--- src/sv/ghbsp_pkg.sv ---
// shared types, constants and helpers for the ghb stride prefetcher
`timescale 1ns / 1ps
package ghbsp_pkg;
	localparam int HIST       = 8;
	localparam int STREAMS    = 4;
	localparam int QDEPTH     = 8;
	localparam int LINE_BYTES = 64;

	localparam int LINE_W   = 58;
	localparam int ADDR_W   = 64;
	localparam int THR_W    = 8;
	localparam int DEPTH_W  = 5;
	localparam int IDX_W    = 5;
	localparam int CONF_W   = 8;
	localparam int PADDR_W  = 3;
	localparam int PDATA_W  = 32;
	localparam int HW       = $clog2(HIST);
	localparam int SW       = (STREAMS > 1) ? $clog2(STREAMS) : 1;
	localparam int QW       = $clog2(QDEPTH);
	localparam int CW       = $clog2(QDEPTH + 1);
	localparam int NW       = $clog2(STREAMS + 1);
	localparam int LB_SHIFT = $clog2(LINE_BYTES);

	localparam logic [CONF_W-1:0] CONF_MAX = '1;

	typedef enum logic [1:0] {
		PH_IDLE = 2'd0,
		PH_CALC = 2'd1,
		PH_WAIT = 2'd2,
		PH_PREF = 2'd3
	} phase_t;

	typedef enum logic [2:0] {
		SQ_IDLE,
		SQ_CTRL,
		SQ_DERIVE,
		SQ_PREF,
		SQ_OUT
	} seq_t;

	typedef enum logic [1:0] {
		DV_P0,
		DV_P1,
		DV_NEW
	} dv_pass_t;

	typedef enum logic {
		REG_THRESHOLD = 1'b0,
		REG_DEPTH     = 1'b1
	} reg_idx_t;

	typedef struct packed {
		logic              valid;
		logic [LINE_W-1:0] value;
		logic [CONF_W-1:0] conf;
	} stride_t;

	typedef struct packed {
		logic front;
		logic go;
		logic shift;
		logic derive_init;
		logic derive_step;
		logic derive_finish;
		logic wait_step;
		logic pref_end;
		logic pref_init;
		logic pref_step;
	} cmd_t;

	typedef struct packed {
		phase_t phase;
		logic   go;
		logic   mq_nonempty;
		logic   derive_fin;
		logic   pref_over;
		logic   k_last;
	} stat_t;

	function automatic logic [QW-1:0] q_slot(input logic [QW-1:0] h, input logic [CW-1:0] c);
		logic [CW:0] s;
		s = (CW+1)'(h) + (CW+1)'(c);
		if (s >= (CW+1)'(QDEPTH)) s = s - (CW+1)'(QDEPTH);
		return s[QW-1:0];
	endfunction

	function automatic logic [CW-1:0] q_dist(input logic [QW-1:0] p, input logic [QW-1:0] h);
		logic [CW-1:0] r;
		if (p >= h) r = CW'(p) - CW'(h);
		else r = CW'(p) + CW'(QDEPTH) - CW'(h);
		return r;
	endfunction
endpackage

--- src/sv/ghbsp_ctrl.sv ---
// sequencer that steps the datapath through one tick
`timescale 1ns / 1ps
module ghbsp_ctrl (
	input  logic              clk,
	input  logic              arst_n,
	input  logic              in_valid,
	output logic              in_ready,
	output logic              out_valid,
	input  logic              out_ready,
	input  ghbsp_pkg::stat_t  stat,
	output ghbsp_pkg::cmd_t   cmd
);
	import ghbsp_pkg::*;

	seq_t state_q;
	seq_t state_d;

	always_ff @(posedge clk or negedge arst_n) begin
		if (!arst_n) state_q <= SQ_IDLE;
		else state_q <= state_d;
	end

	always_comb begin
		state_d = state_q;
		case (state_q)
			SQ_IDLE: if (in_valid) state_d = SQ_CTRL;
			SQ_CTRL: begin
				case (stat.phase)
					PH_CALC: state_d = SQ_DERIVE;
					PH_PREF: state_d = stat.pref_over ? SQ_OUT : SQ_PREF;
					default: state_d = SQ_OUT;
				endcase
			end
			SQ_DERIVE: if (stat.derive_fin) state_d = SQ_OUT;
			SQ_PREF: if (stat.k_last) state_d = SQ_OUT;
			SQ_OUT: if (out_ready) state_d = SQ_IDLE;
			default: state_d = SQ_IDLE;
		endcase
	end

	always_comb begin
		cmd       = '0;
		in_ready  = 1'b0;
		out_valid = 1'b0;
		case (state_q)
			SQ_IDLE: begin
				in_ready  = 1'b1;
				cmd.front = in_valid;
			end
			SQ_CTRL: begin
				case (stat.phase)
					PH_IDLE: begin
						cmd.go    = stat.go;
						cmd.shift = !stat.go && stat.mq_nonempty;
					end
					PH_CALC: cmd.derive_init = 1'b1;
					PH_WAIT: cmd.wait_step = 1'b1;
					PH_PREF: begin
						cmd.pref_end  = stat.pref_over;
						cmd.pref_init = !stat.pref_over;
					end
					default: ;
				endcase
			end
			SQ_DERIVE: begin
				cmd.derive_finish = stat.derive_fin;
				cmd.derive_step   = !stat.derive_fin;
			end
			SQ_PREF: cmd.pref_step = 1'b1;
			SQ_OUT: out_valid = 1'b1;
			default: ;
		endcase
	end
endmodule

--- config.mk ---
export PLATFORM = sky130hd
export DESIGN_NAME = ghbsp_ctrl
export DESIGN_NICKNAME = d
export VERILOG_FILES = /design/src/sv/ghbsp_pkg.sv /design/src/sv/ghbsp_ctrl.sv
export SDC_FILE = /design/constraint.sdc
export NUM_CORES = 1
export LEC_CHECK = 0
export ABC_CLOCK_PERIOD_IN_PS = 2850
export BUFFER_PORTS_ARGS = -buffer_cell sky130_fd_sc_hd__buf_2
export CORE_AREA = 2 2 39 41
export CTS_CLUSTER_DIAMETER = 200
export CTS_CLUSTER_SIZE = 16
export DETAILED_ROUTE_END_ITERATION = 12
export DIE_AREA = 0 0 41 43
export SLEW_MARGIN = 20
export SYNTH_ARGS = -nofsm -noshare
export SYNTH_HDL_FRONTEND = slang
export SYNTH_SLANG_ARGS = --single-unit
--- constraint.sdc ---
create_clock -name clk -period 2.85 [get_ports clk]
set_input_delay 0.1425 -clock clk [delete_from_list [all_inputs] [get_ports clk]]
set_output_delay 0.1425 -clock clk [all_outputs]
set_load 0.02 [all_outputs]
==> Word level (Yosys, flattened, before mapping) <==
Cells that the tools add are included.
{ "classes": {"n_eq_ne": 11, "muxes": 18, "n_reduce_logical": 7} }
{ "op_table": {"columns": ["operator", "count"], "rows": [
  ["3-bit two-way mux", 7],
  ["3-bit one-hot mux with 5 select lines", 1],
  ["2-bit inequality test (second input constant)", 4],
  ["3-bit by 2-bit == test with 1-bit output (second input constant)", 2],
  ["1-bit two-way mux", 6],
  ["2-bit two-way mux", 3],
  ["3-bit one-hot mux with 2 select lines", 1],
  ["2-bit == test (second input constant)", 2],
  ["4-bit AND reduction", 1],
  ["3-bit by 1-bit == test with 1-bit output (second input constant)", 1],
  ["3-bit == test (second input constant)", 1],
  ["1-bit logical NOT", 3],
  ["3-bit logical NOT", 1],
  ["2-bit by 1-bit == test with 1-bit output (second input constant)", 1],
  ["2-bit logical NOT", 1],
  ["1-bit logical AND", 1]
]} }
{ "word_totals": {"ff_bits": 3, "in_bits": 11, "output_inout_bits": 12, "word_cells": 37} }

==> Depth between registers and ports, before layout <==
{ "depth": {"ltp_word": 4, "mapped_depth": 4, "depth_no_buf": 3} }

==> Worst setup path before layout <==
Ideal clock, no wire load.
{ "synth_timing": {"kind": "flip-flop to output port", "from": "register state_q[0]", "to": "output cmd[3] in the netlist's numbering", "arrival_ns": 1.379, "setup_slack_ns": 1.329, "path_stages_with_launch": 4, "path_buffers": 1, "cell_sequence": "dfrtp_1 > buf_6 > or3b_4 > nor3b_1"} }
{ "synth_lines": {"columns": ["element", "line_no", "source"], "rows": [
  ["from (decl)", "ghbsp_ctrl.sv:15", "seq_t state_q;"],
  ["from (signal assigned)", "ghbsp_ctrl.sv:20", "else state_q <= state_d;"],
  ["to (decl)", "ghbsp_ctrl.sv:11", "output ghbsp_pkg::cmd_t cmd"]
]} }

==> results.json <==
{
  "outcome": "completed",
  "total_number_of_vias": 350,
  "timing.final.crit_share_pct": 61.6,
  "dieHeight_um": 43,
  "max_clock_freq_mhz": 570,
  "clkSinkCount": 3,
  "max_cap_viol_count": 0,
  "syn-num-nets": 47,
  "biggestRegsByFlops": "state_q (3)",
  "hpwl_um": 585,
  "clockRootBuffer": "clkbuf_4",
  "setup.worst_path.end_class": "output pin",
  "grt_max_degree": 11,
  "registers.top_by_ff_count": "state_q",
  "reg2reg_setup_slack_ns": 1.50,
  "dp_slack_ns": 1.34,
  "detailedRoute.firstPassIterationCount": 3,
  "post_synth_and_or_nand_nor_area_fraction_pct": 50.4,
  "initial_antenna_violation_count": 0,
  "dominant_cells_by_area_after_synthesis": "dfrtp_1 26%, and2_1 8.7%, nor3b_1 7.8%",
  "dp_cells": 73,
  "finalCriticalPeriod_ns": 1.75,
  "viasPerCell": 4.49,
  "tightestPinTransition_ns": 0.293,
  "clk_transition_reported_paths_ns": 0.04,
  "post_synthesis_share_of_cell_area_spent_on_full_adders_half_adders_and_majority_gates_pct": 0,
  "postSynthAreaPerCell_um2": 7.99,
  "arrival_ns": 1.61,
  "synth_seq_cells": 3,
  "overflow": 0,
  "finalSetupTns_ns": 0,
  "final_max_slew_viol_count": 0,
  "clock_insertion_delay_worst_skew_ns": 0.23,
  "required_ns": 2.71,
  "number_of_global_route_vias_before_repair": 271,
  "synth-warning-count": 0,
  "grt_setup_unrepaired": "no",
  "max_slew_margin_pct": 80.4,
  "yosysSeqAreaShare_pct": 26.1,
  "crit-reg2reg-launch": "state_q[0]",
  "grt_pass1_wl_mm": 1.08,
  "max-clock-path-buffers": 2,
  "min-delay-start": "out_ready",
  "synth-compound-area-share_pct": 11.7,
  "htreeDepth": 1,
  "die_area_mm2": 0.00176,
  "routabilityCongestion": 0.715,
  "finish.cell_count_without_fillers": 78,
  "route.antenna.remaining_nets": 0,
  "worst_r2r_endpoint": "state_q[2]",
  "flow.area_growth_from_synthesis_pct": 53.9,
  "core_rows": 14,
  "pwr_density_cell_mw_per_mm2": 828,
  "synth_xor_xnor_area_share_pct": 0,
  "timing.final.hold_violations": 0,
  "start_util_pct": 20.8,
  "filler_cell_count": 165,
  "netlist.area_leader.share_pct": 26.1,
  "main_combinational_cell_family_by_area_after_synthesis": "simple AND/OR/NAND/NOR gates",
  "synth.distinct_cells": 20,
  "r2r.worst_path.cells": 3,
  "timing.hold.worst_path_depth": 3,
  "final_nets": 74,
  "wl_per_cell_um": 9.03,
  "port_buffers": 22,
  "drt_first_iter_violations": 2,
  "num_antenna_cells": 0,
  "ir_drop_v": 0.000291,
  "leakage_nw": 0.243,
  "totalWireLength_um": 704,
  "syn_inst": 36,
  "cts_tree": "yes",
  "worstSetupPathType": "reg2out",
  "placeableCoreArea_mm2": 0.00138,
  "crit_path_max_fanout": 10,
  "final-setup-viol-count": 0,
  "layout_cell_share_with_drive_strength_beyond_1_pct": 45.2,
  "synthesis.area_um2": 288,
  "cts-resized-gates": 0,
  "hold_path.class": "in2reg",
  "mostFrequentLayoutCell": "buf_2",
  "synthMuxAreaShare_pct": 5.22,
  "whs_endpoint": "state_q[2]",
  "start_kind": "flop",
  "layout.cells.most_common_list": "22 x buf_2, 5 x nor2_1, 4 x and2_1",
  "cts_buffers": 3,
  "setup_ws_ns": 1.10,
  "chipWidth_um": 41,
  "i_o_pin_count": 23,
  "drc_errors": 0,
  "global_route.usage.total_pct": 9.26,
  "fin_skew_ns": 0.00227,
  "largest_reg_flops": 3,
  "placed_area_um2": 407,
  "whs_ns": 0.192,
  "synth_top_area_cell": "dfrtp_1",
  "final_cell_area_um2": 443
}
-- where the power goes --
group	internal [mW]	leakage (nW)	switching, mW	total (mW)
clock	0.0525	0.0150	0.0223	0.0748
sequential	0.0598	0.0393	0.0339	0.0937
combinational	0.0895	0.189	0.109	0.198
-- critical path, stage by stage (launching register included) --
cell     delay, ns
dfrtp_1       0.50
or3b_4        0.44
nor3_2        0.12
and3b_1       0.16
buf_2         0.15
-- cell usage after synthesis --
library cell  count
a211o_1           1
buf_6             1
mux2_4            1
nor3_1            2
or3b_4            1
nand2_1           3
a2bb2oi_1         1
o22ai_1           1
nor3b_1           3
nor3_2            1
nor2b_1           1
inv_1             2
and2_1            4
dfrtp_1           3
nor2_1            5
nand3_1           1
nor4bb_1          1
a21oi_1           2
and3b_1           1
nand2b_1          1
-- kinds of logic after synthesis --
group                  Yosys count
AOI/OAI and AO/OA                5
muxes                            1
buffers and inverters            3
DFF                              3
and+or+nand+nor                 24
-- final cells by class --
| class | count | area, µm² | area share (%) |
|---|---|---|---|
| Clock buffer | 4 | 26.3 | 5.93 |
| Inverter | 2 | 7.51 | 1.69 |
| Multi-Input combinational cell | 30 | 194 | 43.8 |
| Sequential cell | 3 | 75.1 | 16.9 |
| Tap cell | 16 | 20.0 | 4.52 |
| Timing Repair Buffer | 23 | 120 | 27.1 |
-- layer usage --
layer  routed length [µm]  up-vias  track usage, %
li1                     -      179               -
met1                  310      151            12.0
met2                  304       18            12.5
met3                   70        2            1.57
met4                   19        0            8.00
met5                    0        -               0
-- how the worst max path moves through the flow --
| stage | startpoint | endpoint |
|---|---|---|
| after floorplan | state_q[0] | cmd[3] |
| after global placement | state_q[0] | cmd[7] |
| after detailed placement | state_q[0] | cmd[7] |
| after CTS | state_q[0] | cmd[7] |
| after global routing | state_q[0] | cmd[7] |
| final | state_q[0] | cmd[7] |
-- what timing repair did --
item | CTS | global route
hold endpoints to repair | 3 | 0
buffers inserted | 0 | 0
hold buffers | 1 | 0
-- stage by stage --
stage                     total power [mW]  util [%]
after global routing                 0.394      32.0
after detailed placement             0.293      29.4
after CTS                            0.373      32.0
after global placement               0.291      29.4
final                                0.367      32.0
after floorplan                      0.246         -
(Power assumes the default switching activity.)
